### src/sv/mps_pkg.sv
// mps_pkg: shared types, codes and constants of the moisture pump scheduler
// used by mps_ctrl, mps_dp and the top level moisture_pump_scheduler
`timescale 1ns / 1ps
`default_nettype none

package mps_pkg;

    localparam int NUM_PUMPS_DEF      = 4;
    localparam int SENSOR_ID_BITS_DEF = 8;

    localparam logic [6:0]  THR_RESET      = 7'd30;
    localparam logic [31:0] COOLDOWN_RESET = 32'd3600000;
    localparam logic [25:0] MS_PER_S       = 26'd1000;

    // request codes
    localparam logic REQ_TICK = 1'b0;
    localparam logic REQ_EVAL = 1'b1;

    // result kinds
    localparam logic KIND_EVAL = 1'b0;
    localparam logic KIND_DONE = 1'b1;

    // configuration register indexes
    localparam logic CFG_DEFAULT_THRESHOLD = 1'b0;
    localparam logic CFG_COOLDOWN          = 1'b1;

    typedef enum logic [1:0] {
        WS_IDLE     = 2'd0,
        WS_ACTIVE   = 2'd1,
        WS_COOLDOWN = 2'd2,
        WS_WAIT     = 2'd3
    } t_water;

    typedef enum logic [1:0] {
        HS_UNKNOWN = 2'd0,
        HS_DRY     = 2'd1,
        HS_THIRSTY = 2'd2,
        HS_HEALTHY = 2'd3
    } t_humid;

    typedef enum logic [4:0] {
        S_IDLE = 5'b00001,
        S_SCAN = 5'b00010,
        S_EMIT = 5'b00100,
        S_EV1  = 5'b01000,
        S_EV2  = 5'b10000
    } t_state;

    typedef struct packed {
        logic load_in;
        logic scan;
        logic emit;
        logic ev1;
        logic ev2;
    } t_dp_cmd;

    typedef struct packed {
        logic mask_empty;
        logic mask_last;
        logic out_free;
    } t_dp_status;

    typedef struct packed {
        logic        kind;
        logic [1:0]  pump_number;
        logic [7:0]  owner;
        t_water      ws;
        t_humid      hs;
        logic [31:0] nlw;
        logic [31:0] nls;
        logic        changed;
        logic        pump_on;
        logic [25:0] dur;
        logic        cool;
        logic        last;
    } t_result;

endpackage

`default_nettype wire

### src/sv/moisture_pump_scheduler.sv
// Moisture pump scheduler with NUM_PUMPS pump timers. One item is taken at a time. An evaluate
// item passes through the input registers, the first evaluation step (S_EV1) and the output
// register (S_EV2), and the next item is taken once its result is loaded. A tick scans the
// timers (S_SCAN) and then loads one completion beat per expired pump (S_EMIT); the next item
// is taken once the final beat is loaded. Each expired pump gives one completion beat in pump
// order, the final one flagged by last_of_run; a tick with no expired pump gives no beat.
// The controller walks one item through the datapath and the single output register, and a
// stall on the output side holds it before each result is loaded. Configuration writes are
// taken at any time, ready is always high, and must only be issued while idle.
// Depends on mps_pkg, mps_ctrl and mps_dp.
`timescale 1ns / 1ps
`default_nettype none

module moisture_pump_scheduler
    import mps_pkg::*;
#(
    parameter int NUM_PUMPS      = NUM_PUMPS_DEF,
    parameter int SENSOR_ID_BITS = SENSOR_ID_BITS_DEF
) (
    input  wire               i_clk,
    input  wire               i_rst_n,
    input  wire               i_cfg_valid,
    output logic              o_cfg_ready,
    input  wire               i_cfg_index,
    input  wire  [31:0]       i_cfg_data,
    input  wire               i_in_valid,
    output logic              o_in_stall,
    input  wire               i_req_type,
    input  wire  [31:0]       i_now_ms,
    input  wire  [7:0]        i_sensor_id,
    input  wire signed [7:0]  i_moisture,
    input  wire  [6:0]        i_sensor_threshold,
    input  wire signed [3:0]  i_pump_index,
    input  wire  [15:0]       i_duration_s,
    input  wire  [31:0]       i_last_watered_ms,
    input  wire  [31:0]       i_last_seen_ms,
    input  wire  [1:0]        i_old_watering_state,
    input  wire  [1:0]        i_old_humidity_state,
    output logic              o_out_valid,
    input  wire               i_out_stall,
    output logic              o_result_kind,
    output logic [1:0]        o_pump_number,
    output logic [7:0]        o_owner_sensor,
    output logic [1:0]        o_watering_state,
    output logic [1:0]        o_humidity_state,
    output logic [31:0]       o_new_last_watered_ms,
    output logic [31:0]       o_new_last_seen_ms,
    output logic              o_record_changed,
    output logic              o_pump_on,
    output logic [25:0]       o_pump_duration_ms,
    output logic              o_cooldown_active,
    output logic              o_last_of_run
);

    t_dp_cmd    cmd;
    t_dp_status sts;
    t_result    res;

    assign o_cfg_ready = 1'b1;

    mps_ctrl u_ctrl (
        .i_clk      (i_clk),
        .i_rst_n    (i_rst_n),
        .i_in_valid (i_in_valid),
        .i_req_type (i_req_type),
        .o_in_stall (o_in_stall),
        .o_cmd      (cmd),
        .i_sts      (sts)
    );

    mps_dp #(
        .NUM_PUMPS      (NUM_PUMPS),
        .SENSOR_ID_BITS (SENSOR_ID_BITS)
    ) u_dp (
        .i_clk                (i_clk),
        .i_rst_n              (i_rst_n),
        .i_cmd                (cmd),
        .o_sts                (sts),
        .i_cfg_we             (i_cfg_valid && o_cfg_ready),
        .i_cfg_index          (i_cfg_index),
        .i_cfg_data           (i_cfg_data),
        .i_now_ms             (i_now_ms),
        .i_sensor_id          (i_sensor_id),
        .i_moisture           (i_moisture),
        .i_sensor_threshold   (i_sensor_threshold),
        .i_pump_index         (i_pump_index),
        .i_duration_s         (i_duration_s),
        .i_last_watered_ms    (i_last_watered_ms),
        .i_last_seen_ms       (i_last_seen_ms),
        .i_old_watering_state (i_old_watering_state),
        .i_old_humidity_state (i_old_humidity_state),
        .i_out_stall          (i_out_stall),
        .o_out_valid          (o_out_valid),
        .o_out                (res)
    );

    assign o_result_kind         = res.kind;
    assign o_pump_number         = res.pump_number;
    assign o_owner_sensor        = res.owner;
    assign o_watering_state      = res.ws;
    assign o_humidity_state      = res.hs;
    assign o_new_last_watered_ms = res.nlw;
    assign o_new_last_seen_ms    = res.nls;
    assign o_record_changed      = res.changed;
    assign o_pump_on             = res.pump_on;
    assign o_pump_duration_ms    = res.dur;
    assign o_cooldown_active     = res.cool;
    assign o_last_of_run         = res.last;

endmodule

`default_nettype wire

### src/sv/mps_ctrl.sv
// mps_ctrl: sequencing state machine of the moisture pump scheduler
// depends on mps_pkg; drives mps_dp through t_dp_cmd and reads t_dp_status
`timescale 1ns / 1ps
`default_nettype none

module mps_ctrl
    import mps_pkg::*;
(
    input  wire        i_clk,
    input  wire        i_rst_n,
    input  wire        i_in_valid,
    input  wire        i_req_type,
    output logic       o_in_stall,
    output t_dp_cmd    o_cmd,
    input  t_dp_status i_sts
);

    t_state r_state;
    t_state n_state;

    always_ff @(posedge i_clk) begin
        if (!i_rst_n) begin
            r_state <= S_IDLE;
        end else begin
            r_state <= n_state;
        end
    end

    always_comb begin
        n_state    = r_state;
        o_cmd      = '0;
        o_in_stall = 1'b1;
        case (r_state)
            S_IDLE: begin
                o_in_stall = 1'b0;
                if (i_in_valid) begin
                    o_cmd.load_in = 1'b1;
                    n_state = (i_req_type == REQ_TICK) ? S_SCAN : S_EV1;
                end
            end
            S_SCAN: begin
                o_cmd.scan = 1'b1;
                n_state    = S_EMIT;
            end
            S_EMIT: begin
                if (i_sts.mask_empty) begin
                    n_state = S_IDLE;
                end else if (i_sts.out_free) begin
                    o_cmd.emit = 1'b1;
                    if (i_sts.mask_last) begin
                        n_state = S_IDLE;
                    end
                end
            end
            S_EV1: begin
                o_cmd.ev1 = 1'b1;
                n_state   = S_EV2;
            end
            S_EV2: begin
                if (i_sts.out_free) begin
                    o_cmd.ev2 = 1'b1;
                    n_state   = S_IDLE;
                end
            end
            default: begin
                n_state = S_IDLE;
            end
        endcase
    end

    a_load_only_idle: assert property (@(posedge i_clk) disable iff (!i_rst_n)
        o_cmd.load_in |=> (r_state == S_SCAN || r_state == S_EV1))
        else $error("item taken outside idle");

    a_result_needs_room: assert property (@(posedge i_clk) disable iff (!i_rst_n)
        (o_cmd.emit || o_cmd.ev2) |-> i_sts.out_free)
        else $error("result loaded while output register occupied");

    a_stall_when_busy: assert property (@(posedge i_clk) disable iff (!i_rst_n)
        (r_state != S_IDLE) |-> o_in_stall)
        else $error("input open while an item is in flight");

endmodule

`default_nettype wire

### src/sv/mps_dp.sv
// mps_dp: datapath of the moisture pump scheduler: input and config registers,
// pump timers, two-step evaluation, expiry mask and the output register; uses mps_pkg
`timescale 1ns / 1ps
`default_nettype none

module mps_dp
    import mps_pkg::*;
#(
    parameter int NUM_PUMPS      = NUM_PUMPS_DEF,
    parameter int SENSOR_ID_BITS = SENSOR_ID_BITS_DEF
) (
    input  wire               i_clk,
    input  wire               i_rst_n,
    input  t_dp_cmd           i_cmd,
    output t_dp_status        o_sts,
    input  wire               i_cfg_we,
    input  wire               i_cfg_index,
    input  wire  [31:0]       i_cfg_data,
    input  wire  [31:0]       i_now_ms,
    input  wire  [7:0]        i_sensor_id,
    input  wire signed [7:0]  i_moisture,
    input  wire  [6:0]        i_sensor_threshold,
    input  wire signed [3:0]  i_pump_index,
    input  wire  [15:0]       i_duration_s,
    input  wire  [31:0]       i_last_watered_ms,
    input  wire  [31:0]       i_last_seen_ms,
    input  wire  [1:0]        i_old_watering_state,
    input  wire  [1:0]        i_old_humidity_state,
    input  wire               i_out_stall,
    output logic              o_out_valid,
    output t_result           o_out
);

    localparam int PW = (NUM_PUMPS > 1) ? $clog2(NUM_PUMPS) : 1;

    // configuration
    logic [6:0]  r_def_thr;
    logic [31:0] r_cooldown;

    // captured item
    logic [31:0]               r_now;
    logic [SENSOR_ID_BITS-1:0] r_sid;
    logic signed [7:0]         r_moist;
    logic [6:0]                r_sthr;
    logic signed [3:0]         r_pidx;
    logic [15:0]               r_dur;
    logic [31:0]               r_lw;
    logic [31:0]               r_ls;
    logic [1:0]                r_old_ws;
    logic [1:0]                r_old_hs;

    // first evaluation step
    logic [31:0]   r_lw_fix;
    logic [31:0]   r_ls_fix;
    logic          r_roll;
    logic [6:0]    r_thr;
    logic [25:0]   r_run;
    logic [31:0]   r_diff;
    logic          r_pvalid;
    logic [PW-1:0] r_p;

    // pump timers
    logic [NUM_PUMPS-1:0]      r_running;
    logic [NUM_PUMPS-1:0]      n_running;
    logic [31:0]               r_start [NUM_PUMPS];
    logic [25:0]               r_len   [NUM_PUMPS];
    logic [SENSOR_ID_BITS-1:0] r_owner [NUM_PUMPS];
    logic [NUM_PUMPS-1:0]      r_mask;
    logic [NUM_PUMPS-1:0]      n_mask;

    t_result r_out;
    logic    r_out_valid;
    logic    n_out_valid;

    logic                 roll;
    logic                 pidx_ok;
    logic [NUM_PUMPS-1:0] expired;
    logic [NUM_PUMPS-1:0] first_bit;
    logic [PW-1:0]        first_idx;
    logic                 cool;
    logic                 ls_before_lw;
    logic signed [9:0]    m10;
    logic signed [9:0]    t10;
    logic signed [9:0]    t2x;
    t_water               ev_ws;
    t_humid               ev_hs;
    logic                 start;
    logic                 changed;
    t_result              done_res;
    t_result              eval_res;

    assign o_out_valid    = r_out_valid;
    assign o_out          = r_out;
    assign o_sts.out_free = !r_out_valid || !i_out_stall;
    assign o_sts.mask_empty = (r_mask == '0);
    assign o_sts.mask_last  = ((r_mask & (r_mask - 1'b1)) == '0);

    assign roll = (r_lw > r_now);

    // a pump index outside the timers falls back to pump 0
    assign pidx_ok = !r_pidx[3] && (int'(r_pidx[2:0]) < NUM_PUMPS);

    always_comb begin
        for (int i = 0; i < NUM_PUMPS; i++) begin
            expired[i] = r_running[i] && ((r_now - r_start[i]) >= {6'b0, r_len[i]});
        end
    end

    // lowest pending pump goes out first
    assign first_bit = r_mask & (~r_mask + 1'b1);
    always_comb begin
        first_idx = '0;
        for (int i = NUM_PUMPS - 1; i >= 0; i--) begin
            if (r_mask[i]) begin
                first_idx = PW'(i);
            end
        end
    end

    // second evaluation step
    always_comb begin
        cool         = r_pvalid && (r_lw_fix != '0) && (r_diff < r_cooldown);
        ls_before_lw = (r_ls_fix < r_lw_fix);
        m10 = {{2{r_moist[7]}}, r_moist};
        t10 = $signed({3'b000, r_thr});
        t2x = $signed({2'b00, r_thr, 1'b0});
        ev_ws = WS_IDLE;
        if (r_pvalid) begin
            if (r_running[r_p]) begin
                ev_ws = WS_ACTIVE;
            end else if (cool) begin
                ev_ws = WS_COOLDOWN;
            end else if (ls_before_lw) begin
                ev_ws = WS_WAIT;
            end
        end
        if (r_moist == -8'sd1) begin
            ev_hs = HS_UNKNOWN;
        end else if ((r_lw_fix != '0) && ls_before_lw) begin
            ev_hs = HS_UNKNOWN;
        end else if (m10 <= t10) begin
            ev_hs = HS_DRY;
        end else if (m10 <= t2x) begin
            ev_hs = HS_THIRSTY;
        end else begin
            ev_hs = HS_HEALTHY;
        end
        start = r_pvalid && (ev_ws == WS_IDLE) && (ev_hs == HS_DRY);
        if (start) begin
            ev_ws = WS_ACTIVE;
            ev_hs = HS_UNKNOWN;
        end
        changed = r_roll || (r_old_ws != ev_ws) || (r_old_hs != ev_hs);
    end

    always_comb begin
        eval_res.kind        = KIND_EVAL;
        eval_res.pump_number = 2'(r_p);
        eval_res.owner       = 8'(r_sid);
        eval_res.ws          = ev_ws;
        eval_res.hs          = ev_hs;
        eval_res.nlw         = r_lw_fix;
        eval_res.nls         = r_ls_fix;
        eval_res.changed     = changed;
        eval_res.pump_on     = start;
        eval_res.dur         = start ? r_run : '0;
        eval_res.cool        = cool;
        eval_res.last        = 1'b1;

        done_res.kind        = KIND_DONE;
        done_res.pump_number = 2'(first_idx);
        done_res.owner       = 8'(r_owner[first_idx]);
        done_res.ws          = WS_IDLE;
        done_res.hs          = HS_UNKNOWN;
        done_res.nlw         = r_now;
        done_res.nls         = '0;
        done_res.changed     = 1'b1;
        done_res.pump_on     = 1'b0;
        done_res.dur         = '0;
        done_res.cool        = 1'b1;
        done_res.last        = o_sts.mask_last;
    end

    always_comb begin
        n_running   = r_running;
        n_mask      = r_mask;
        n_out_valid = r_out_valid && i_out_stall;
        if (i_cmd.scan) begin
            n_mask    = expired;
            n_running = r_running & ~expired;
        end
        if (i_cmd.emit) begin
            n_mask      = r_mask & ~first_bit;
            n_out_valid = 1'b1;
        end
        if (i_cmd.ev2) begin
            n_out_valid = 1'b1;
            if (start) begin
                n_running[r_p] = 1'b1;
            end
        end
    end

    always_ff @(posedge i_clk) begin
        if (!i_rst_n) begin
            r_running   <= '0;
            r_mask      <= '0;
            r_out_valid <= 1'b0;
            r_def_thr   <= THR_RESET;
            r_cooldown  <= COOLDOWN_RESET;
        end else begin
            r_running   <= n_running;
            r_mask      <= n_mask;
            r_out_valid <= n_out_valid;
            if (i_cfg_we) begin
                case (i_cfg_index)
                    CFG_DEFAULT_THRESHOLD: r_def_thr  <= i_cfg_data[6:0];
                    CFG_COOLDOWN:          r_cooldown <= i_cfg_data;
                    default:               r_cooldown <= r_cooldown;
                endcase
            end
        end
    end

    always_ff @(posedge i_clk) begin
        if (i_cmd.load_in) begin
            r_now    <= i_now_ms;
            r_sid    <= SENSOR_ID_BITS'(i_sensor_id);
            r_moist  <= i_moisture;
            r_sthr   <= i_sensor_threshold;
            r_pidx   <= i_pump_index;
            r_dur    <= i_duration_s;
            r_lw     <= i_last_watered_ms;
            r_ls     <= i_last_seen_ms;
            r_old_ws <= i_old_watering_state;
            r_old_hs <= i_old_humidity_state;
        end
        if (i_cmd.ev1) begin
            r_roll   <= roll;
            r_lw_fix <= roll ? '0 : r_lw;
            r_ls_fix <= roll ? r_now : r_ls;
            r_diff   <= r_now - (roll ? 32'd0 : r_lw);
            r_thr    <= (r_sthr != '0) ? r_sthr : r_def_thr;
            r_run    <= 26'(r_dur) * MS_PER_S;
            r_pvalid <= pidx_ok;
            r_p      <= pidx_ok ? PW'(r_pidx[2:0]) : '0;
        end
        if (i_cmd.ev2 && start) begin
            r_start[r_p] <= r_now;
            r_len[r_p]   <= r_run;
            r_owner[r_p] <= r_sid;
        end
        if (i_cmd.emit) begin
            r_out <= done_res;
        end else if (i_cmd.ev2) begin
            r_out <= eval_res;
        end
    end

    a_emit_has_pump: assert property (@(posedge i_clk) disable iff (!i_rst_n)
        i_cmd.emit |-> (r_mask != '0))
        else $error("completion with no pending pump");

    a_scan_stops_pumps: assert property (@(posedge i_clk) disable iff (!i_rst_n)
        i_cmd.scan |=> ((r_mask & r_running) == '0))
        else $error("expired pump still marked running");

    a_start_runs: assert property (@(posedge i_clk) disable iff (!i_rst_n)
        (i_cmd.ev2 && start) |=> r_running[r_p])
        else $error("started pump not running");

    a_done_last: assert property (@(posedge i_clk) disable iff (!i_rst_n)
        (i_cmd.emit && o_sts.mask_last) |=> (r_mask == '0))
        else $error("pumps left after final completion");

endmodule

`default_nettype wire

### config.mk
export PLATFORM = sky130hd
export DESIGN_NAME = moisture_pump_scheduler
export DESIGN_NICKNAME = d
export VERILOG_FILES = /design/src/sv/mps_pkg.sv /design/src/sv/moisture_pump_scheduler.sv /design/src/sv/mps_ctrl.sv /design/src/sv/mps_dp.sv
export SDC_FILE = /design/constraint.sdc
export NUM_CORES = 1
export LEC_CHECK = 0
export ABC_AREA = 0
export BUFFER_PORTS_ARGS = -buffer_cell sky130_fd_sc_hd__buf_2
export CELL_PAD_IN_SITES_DETAIL_PLACEMENT = 0
export CELL_PAD_IN_SITES_GLOBAL_PLACEMENT = 1
export CORE_MARGIN = 2
export CORE_UTILIZATION = 49
export CTS_BUF_LIST = sky130_fd_sc_hd__clkbuf_16
export CTS_CLUSTER_SIZE = 12
export DETAILED_ROUTE_END_ITERATION = 12
export PLACE_DENSITY = 0.86
export SLEW_MARGIN = 5
export SYNTH_ARGS = -nofsm -noshare
export SYNTH_HDL_FRONTEND = slang
export SYNTH_SLANG_ARGS = --single-unit
### constraint.sdc
create_clock -name i_clk -period 9.5 [get_ports i_clk]
set_input_delay 2.85 -clock i_clk [delete_from_list [all_inputs] [get_ports i_clk]]
set_output_delay 2.85 -clock i_clk [all_outputs]
set_load 0.05 [all_outputs]
==> run metrics, run 1 <==
final setup vio count=0; post-route clock period utilization=68.16%; area of placed instances=0.04079 mm^2; weighted congestion reported at the end of routability-driven placement=0.9134; arrival time at the worst endpoint=6.85 ns; Main synth FF type=sky130_fd_sc_hd__edfxtp_1; routed len/inst=20.17 um; Resize count post-CTS=0; leakage power=18.91 nW; max incr delay on CP=0.67 ns; min cycle time layout=6.475 ns; unrepaired setup endpoints after global routing=no; number of warnings issued by yosys=0; global-route wire length before repair=148100 um; final std cell area, no fill=0.04335 mm^2; number of remaining DRC errors=0; area delta synth->final=13.85%; Post-synth EDFFs=568; critical path peak fanout=76; routed vias=26870; initial standard-cell utilization of the core=49.31%; CTS Hold Bufs=0; Power Density=235.2 mW/mm^2; clk_skew=0.02964 ns; max capacitance violation total=0; count of cells along the worst hold path=2; cell type with the highest occurrence count on the critical path=sky130_fd_sc_hd__o21a_1; vias in the first global route=26300; standard-cell row count=102; outcome=completed; Crit Path Category=register to register; I/O Buffers=289; layout net count=4384; most frequent cells in the layout=sky130_fd_sc_hd__edfxtp_1, sky130_fd_sc_hd__inv_1, sky130_fd_sc_hd__ha_1, sky130_fd_sc_hd__nand2_1, sky130_fd_sc_hd__buf_2; Die X=282.7 um; reg2reg setup slack=3.02 ns; Worst R2R Start=u_dp.r_now[1]$_DFFE_PP_; number of buffers created by CTS=79; clock slew at reported path FFs=0.06 ns; router iterations before antenna repair=6; CP cell instances=inv_1 > ha_1 > nor2b_1 > o21a_1 > o21ai_0 > a211oi_1 > a211oi_1 > o221ai_1 > nand2_4 > buf_4 > nand2_1 > ha_1 > o21a_1 > o21a_1 > o2111ai_1 > a21oi_1 > and2_1 > o41ai_1 > o21ai_0 > and2_1 > a221oi_1 > xnor2_1; depth of the most critical reg-to-reg path=22; insertion delay to the later sink of the worst-skew pair=0.63 ns; actual slew at the worst max-slew pin=1.056 ns; boundary pin count=294; capturing element of the worst setup path=u_dp.r_diff[30]$_DFFE_PP_; register area share after synthesis=50.90%; CP max-delay cell=sky130_fd_sc_hd__buf_4; post-synthesis instance area=0.03807 mm^2; pin count of the biggest net entering global routing=77; Sum Neg Setup Slack=0 ns; Highest Clock Rate=154.4 MHz; path category of the worst min-delay check=register to register; clk root buf=sky130_fd_sc_hd__clkbuf_16; final hold vios=0; IR Drop Worst-Case VDD=238.0 uV; share of layout cells above drive strength 1=12.46%; sort of element at the end of the critical path=register; CP startpoint=u_dp.r_now[1]$_DFFE_PP_; final antenna-violating net count=0; HPWL after detailed placement=72670 um; aggregate global routing overflow=0; startpoint class of the critical path=register; Post-CTS Repair Setup Buffers=0; total wire length=97540 um; Vert. Die Dim=282.7 um; number of vias per cell after detailed routing=5.556; number of H-tree branching levels=3; Netlist cell types=89; clock sink total=684; clk buf depth=3; worst reg2reg endpoint=u_dp.r_diff[30]$_DFFE_PP_; 1st-iter DRT viols=2107; Post-Syn Area per Cell=11.19 um^2; clock tree from TritonCTS=done; async set-reset flop share out of synthesis=0%; most common cell after layout, fill and taps aside=sky130_fd_sc_hd__edfxtp_1; core utilization of the finished layout=56.14%; Required @ worst endpoint=9.88 ns; Die Footprint=0.07994 mm^2; number of storage elements in the synthesis netlist=684; overall track demand over capacity in global routing=24.25%; area of the placeable core=0.07721 mm^2; gate count of the mapped netlist=3402; Pins Over Slew Limit=0; Pwr Total=10.20 mW; slew margin rel.=29.32%; number of antenna violations at the first check in global routing=1
-- synthesized netlist by cell type, types with 28 or more instances --
| master | count | share of area (%) |
|---|---|---|
| sky130_fd_sc_hd__a21o_1 | 109 | 2.1 |
| sky130_fd_sc_hd__a21oi_1 | 219 | 2.9 |
| sky130_fd_sc_hd__a22o_1 | 32 | 0.74 |
| sky130_fd_sc_hd__clkbuf_1 | 53 | 0.52 |
| sky130_fd_sc_hd__dfxtp_1 | 116 | 6.1 |
| sky130_fd_sc_hd__edfxtp_1 | 568 | 45 |
| sky130_fd_sc_hd__fa_1 | 59 | 3.1 |
| sky130_fd_sc_hd__ha_1 | 409 | 13 |
| sky130_fd_sc_hd__inv_1 | 422 | 4.2 |
| sky130_fd_sc_hd__nand2_1 | 324 | 3.2 |
| sky130_fd_sc_hd__nand2b_1 | 38 | 0.62 |
| sky130_fd_sc_hd__nand3_1 | 88 | 1.2 |
| sky130_fd_sc_hd__nand4_1 | 50 | 0.82 |
| sky130_fd_sc_hd__nor2_1 | 134 | 1.3 |
| sky130_fd_sc_hd__nor3_1 | 36 | 0.47 |
| sky130_fd_sc_hd__o211ai_1 | 28 | 0.55 |
| sky130_fd_sc_hd__o21a_1 | 31 | 0.61 |
| sky130_fd_sc_hd__o21ai_0 | 158 | 2.1 |
| sky130_fd_sc_hd__o22ai_1 | 34 | 0.56 |
| sky130_fd_sc_hd__xnor2_1 | 104 | 2.4 |
| sky130_fd_sc_hd__xor2_1 | 48 | 1.1 |
-- layout make-up --
class	instances	area, um^2
multi-input cells	2230	16870
clock buffers	83	2077
inverters	423	1593
repair buffers	316	1649
well taps	1040	1301
diodes	1	2.502
flip-flops and latches	684	19380
clock inverters	60	473.0
fillers	6527	33870
-- metrics by stage --
stage | setup slack, ns | hold slack (ns) | cells
floorplan | 0.7742 | 0.4248 | 3404
global placement | 3.084 | 0.4326 | 4693
detailed placement | 3.006 | 0.4385 | 4693
CTS | 3.023 | 0.4482 | 4836
global route | 2.609 | 0.4610 | 4836
finish | 3.025 | 0.4481 | 4837
-- metal layers --
metal	up-vias	track usage, %	wire [um]
li1	13000	-	-
met1	12870	32.77	43120
met2	817	40.22	45500
met3	183	2.832	5376
met4	0	9.103	3547
met5	-	0	0
-- report_power, final --
group	total, mW	switching, mW	internal, mW
combinational	3.40	1.97	1.43
clock	3.00	1.24	1.77
sequential	3.80	0.162	3.64
total	10.2	3.37	6.83
-- worst min-delay path by stage --
stage                            startpoint                           end  slack (ns)
6_report       u_dp.o_out[108]$_SDFFE_PP1P_  u_dp.o_out[108]$_SDFFE_PP1P_        0.45
3_3_place_gp    u_dp.o_out[28]$_SDFFE_PP0P_   u_dp.o_out[28]$_SDFFE_PP0P_        0.43
5_1_grt         u_dp.o_out[28]$_SDFFE_PP0P_   u_dp.o_out[28]$_SDFFE_PP0P_        0.46
2_1_floorplan    u_dp.r_ls_fix[0]$_DFFE_PP_   u_dp.o_out[30]$_SDFFE_PP0P_        0.42
3_5_place_dp    u_dp.o_out[28]$_SDFFE_PP0P_   u_dp.o_out[28]$_SDFFE_PP0P_        0.44
4_1_cts         u_dp.o_out[28]$_SDFFE_PP0P_   u_dp.o_out[28]$_SDFFE_PP0P_        0.45
-- worst max-delay path: cells and delay by family (launching register included) --
| family | cells | cell delay (ns) |
|---|---|---|
| DFF | 1 | 0.66 |
| and+or+nand+nor | 5 | 0.97 |
| xor gates and xnor gates | 1 | 0.10 |
| buffers and inverters | 2 | 1.03 |
| adders and majority gates | 2 | 0.79 |
| AOI/OAI and AO/OA | 12 | 2.65 |
-- registers in the layout (all words and copies together) (netlist names), 4 cells and up --
signal,count
u_ctrl.r_state,5
u_dp.o_out,106
u_dp.r_cooldown,32
u_dp.r_def_thr,7
u_dp.r_diff,32
u_dp.r_dur,16
u_dp.r_len,92
u_dp.r_ls,32
u_dp.r_ls_fix,32
u_dp.r_lw,32
u_dp.r_lw_fix,32
u_dp.r_mask,4
u_dp.r_moist,8
u_dp.r_now,32
u_dp.r_owner,32
u_dp.r_pidx,4
u_dp.r_run,23
u_dp.r_running,4
u_dp.r_sid,8
u_dp.r_start,128
u_dp.r_sthr,7
u_dp.r_thr,7
-- kinds of logic (layout without fill, tap and decap cells) --
logic type	Yosys count	in the layout	share of synthesized area [%]
mux	18	18	0.7789
fa+ha+maj	469	469	16.57
compound gates	780	780	13.30
buf+inv	490	882	4.887
simple gates	807	807	10.05
xor+xnor	152	152	3.497
flops	684	684	50.90
other cells	2	5	0.01973
No activity file was read; power rests on OpenSTA's default activity.
==> inputs of run 2 (changes only) <==
--- a/config.mk
+++ b/config.mk
@@ -10,11 +10,11 @@
 export CELL_PAD_IN_SITES_DETAIL_PLACEMENT = 0
 export CELL_PAD_IN_SITES_GLOBAL_PLACEMENT = 1
 export CORE_MARGIN = 2
-export CORE_UTILIZATION = 49
+export CORE_UTILIZATION = 44
 export CTS_BUF_LIST = sky130_fd_sc_hd__clkbuf_16
 export CTS_CLUSTER_SIZE = 12
 export DETAILED_ROUTE_END_ITERATION = 12
-export PLACE_DENSITY = 0.86
+export PLACE_DENSITY = 0.82
 export SLEW_MARGIN = 5
 export SYNTH_ARGS = -nofsm -noshare
 export SYNTH_HDL_FRONTEND = slang
==> constraint.sdc (replaced) <==
create_clock -name i_clk -period 5.5 [get_ports i_clk]
set_input_delay 1.65 -clock i_clk [delete_from_list [all_inputs] [get_ports i_clk]]
set_output_delay 1.65 -clock i_clk [all_outputs]
set_load 0.05 [all_outputs]
==> run 2 against run 1 <==
  * Worst hold slack gained 0.0023 ns
  * Via count is 0.41% higher
  * Final area up 2.0%
  * Combinational power grew 78%
  * Non-clock buffer count is 70 higher
  * Fmax rose by 23%
  * Flip-flop and latch count did not move
  * Critical path depth rose by 3
  * Clock power increased by 76%
==> run metrics, run 2 (synthesized netlist as in run 1, its figures left out) <==
outcome=completed; routed wl met2=46120 um (+1.3%); area of the placeable core=0.08541 mm^2 (+11%); CP max-delay cell=sky130_fd_sc_hd__fa_1; initial standard-cell utilization of the core=44.57% (-4.7 points); Net Switching=5.903 mW (+75%); pin count of the biggest net entering global routing=99 (+29%); Met1 Routed Length=44870 um (+4.1%); Vert. Die Dim=298.2 um (+5.5%); share of power burned in registers=36.5% (-0.7 points); arrival time at the worst endpoint=5.69 ns (-1.16 ns); clock sink total=684 (unchanged); Worst Setup Slack post-DPL=0.04598 ns (-2.960 ns); max capacitance violation total=0 (unchanged); clk_skew=0.04466 ns (+0.01502 ns); Largest register FFs=128 (unchanged); number of vias per cell after detailed routing=5.386 (-3.1%); Required @ worst endpoint=5.91 ns (-3.97 ns); Die Footprint=0.08890 mm^2 (+11%); clock tree from TritonCTS=done; slew margin rel.=25.63% (-3.7 points); HPWL after detailed placement=75490 um (+3.9%); min cycle time layout=5.283 ns (-1.192 ns); number of H-tree branching levels=3 (unchanged); number of antenna cells inserted=0 (-1); Post-CTS Repair Setup Buffers=0 (unchanged); aggregate global routing overflow=0 (unchanged); clk buf depth=3 (unchanged); layout net count=4453 (+1.6%); overall track demand over capacity in global routing=21.86% (-2.4 points); boundary pin count=294 (unchanged); Biggest register=u_dp.r_start; final hold vios=0 (unchanged); clk root buf=sky130_fd_sc_hd__clkbuf_16; number of buffers created by CTS=78 (-1.3%); Int Pwr=11.92 mW (+75%); DP Cell Count=4866 (+3.7%); I/O Buffers=289 (unchanged); Clk network pwr share=29.6% (+0.2 points); unrepaired setup endpoints after global routing=yes; 1st-iter DRT viols=1823 (-13%); Crit Path Category=register to register; highest metal layer with signal wires=met4; share of layout cells above drive strength 1=14.20% (+1.7 points); routed vias=26980 (+0.41%); least setup slack across all paths after layout=0.2170 ns (-2.808 ns); final setup vio count=0 (unchanged); number of antenna violations at the first check in global routing=2 (+1); Die X=298.2 um (+5.5%); most frequent cells in the layout=sky130_fd_sc_hd__edfxtp_1, sky130_fd_sc_hd__inv_1, sky130_fd_sc_hd__ha_1, sky130_fd_sc_hd__nand2_1, sky130_fd_sc_hd__buf_2; Pins Over Slew Limit=0 (unchanged); post-route clock period utilization=96.05% (+28 points); total wire length=98770 um (+1.3%); router iterations before antenna repair=6 (unchanged); Comb power frac=33.9% (+0.6 points); Power Density=403.1 mW/mm^2 (+71%); weighted congestion reported at the end of routability-driven placement=0.9006 (-1.4%); area delta synth->final=16.16%; DR WL met3=5183 um (-3.6%); IR Drop Worst-Case VDD=484.1 uV (+100%); startpoint class of the critical path=register; Highest Clock Rate=189.3 MHz (+23%); vias in the first global route=26740 (+1.7%); routed len/inst=19.71 um (-2.2%); Switching Fraction=33.11% (+0.090 points); Pwr Total=17.83 mW (+75%); global-route wire length before repair=150600 um (+1.7%); insertion delay to the later sink of the worst-skew pair=0.66 ns (+0.03 ns); path category of the worst min-delay check=register to register; clock slew at reported path FFs=0.06 ns (about the same); critical path peak fanout=4 (-95%); number of remaining DRC errors=0 (unchanged); sort of element at the end of the critical path=register; final antenna-violating net count=0 (unchanged); standard-cell row count=107 (+4.9%); final cell count without fillers=5010 (+3.6%); most common cell after layout, fill and taps aside=sky130_fd_sc_hd__edfxtp_1; actual slew at the worst max-slew pin=1.112 ns (+0.05519 ns); leakage power=19.35 nW (+2.3%); max incr delay on CP=0.41 ns (-0.26 ns)
[run 2: cell count changes in the layout (fill, tap and decap cells not counted), moves of 3 or more]
cell and change:
sky130_fd_sc_hd__buf_12 +7, sky130_fd_sc_hd__buf_4 +62, sky130_fd_sc_hd__bufinv_16 +3, sky130_fd_sc_hd__clkbuf_16 -3
sky130_fd_sc_hd__clkinv_1 -5, sky130_fd_sc_hd__clkinv_2 -5, sky130_fd_sc_hd__inv_1 +5
[run 2: layout make-up]
| cell class | count | area (um^2) |
|---|---|---|
| Timing Repair Buffer | 386 | 2280 |
| Tap cell | 1144 | 1431 |
| Sequential cell | 684 | 19380 |
| Fill cell | 7619 | 41190 |
| Inverter | 423 | 1593 |
| Clock inverter | 64 | 643.1 |
| Multi-Input combinational cell | 2230 | 16920 |
| Clock buffer | 79 | 1977 |
[run 2: power by group through the flow]
stage | logic, mW | registers (mW) | clock network [mW]
after global placement | 5.86 | 6.60 | 0
after detailed placement | 5.96 | 6.61 | 0
after CTS | 6.01 | 6.50 | 5.37
after global routing | 6.82 | 6.53 | 5.58
after floorplan | 4.35 | 6.74 | 0
final | 6.04 | 6.51 | 5.28
[run 2: path summary, 6_finish.rpt]
check                            endpoint  slack (ns)  cells after the start                    startpoint
min          u_dp.o_out[108]$_SDFFE_PP1P_        0.45                      2  u_dp.o_out[108]$_SDFFE_PP1P_
max reg2reg     u_dp.r_diff[30]$_DFFE_PP_        0.22                     25       u_dp.r_now[1]$_DFFE_PP_
min reg2reg  u_dp.o_out[108]$_SDFFE_PP1P_        0.45                      2  u_dp.o_out[108]$_SDFFE_PP1P_
max             u_dp.r_diff[30]$_DFFE_PP_        0.22                     25       u_dp.r_now[1]$_DFFE_PP_
[run 2: metal layers]
| layer | global-route usage (%) | vias up |
|---|---|---|
| met1 | 30.04 | 12990 |
| met4 | 6.234 | 0 |
| met3 | 2.924 | 130 |
| met2 | 36.17 | 716 |
| met5 | 0 | - |
| li1 | - | 13150 |
[run 2: metrics by stage]
step / area [um^2] / setup TNS, ns / hold slack [ns] / util, %
after floorplan: 38090 / 0 / 0.4248 / -
after global placement: 41540 / 0 / 0.4348 / 48.64
after detailed placement: 41540 / 0 / 0.4396 / 48.64
after CTS: 44160 / 0 / 0.4506 / 51.70
after global routing: 44220 / -0.07186 / 0.4647 / 51.78
final: 44220 / 0 / 0.4504 / 51.78
[run 2: repair_timing]
item,CTS,global route
setup endpoints to repair,0,9
resized for setup,0,8
hold buffers,0,0
[run 2: worst max-delay path, delay by kind of cell (launching register included)]
| kind | cells | cell delay (ns) |
|---|---|---|
| xor gates and xnor gates | 1 | 0.10 |
| adders and majority gates | 3 | 0.85 |
| and+or+nand+nor | 5 | 0.85 |
| buffers and inverters | 4 | 0.42 |
| DFF | 1 | 0.40 |
| AOI/OAI and AO/OA | 12 | 2.42 |
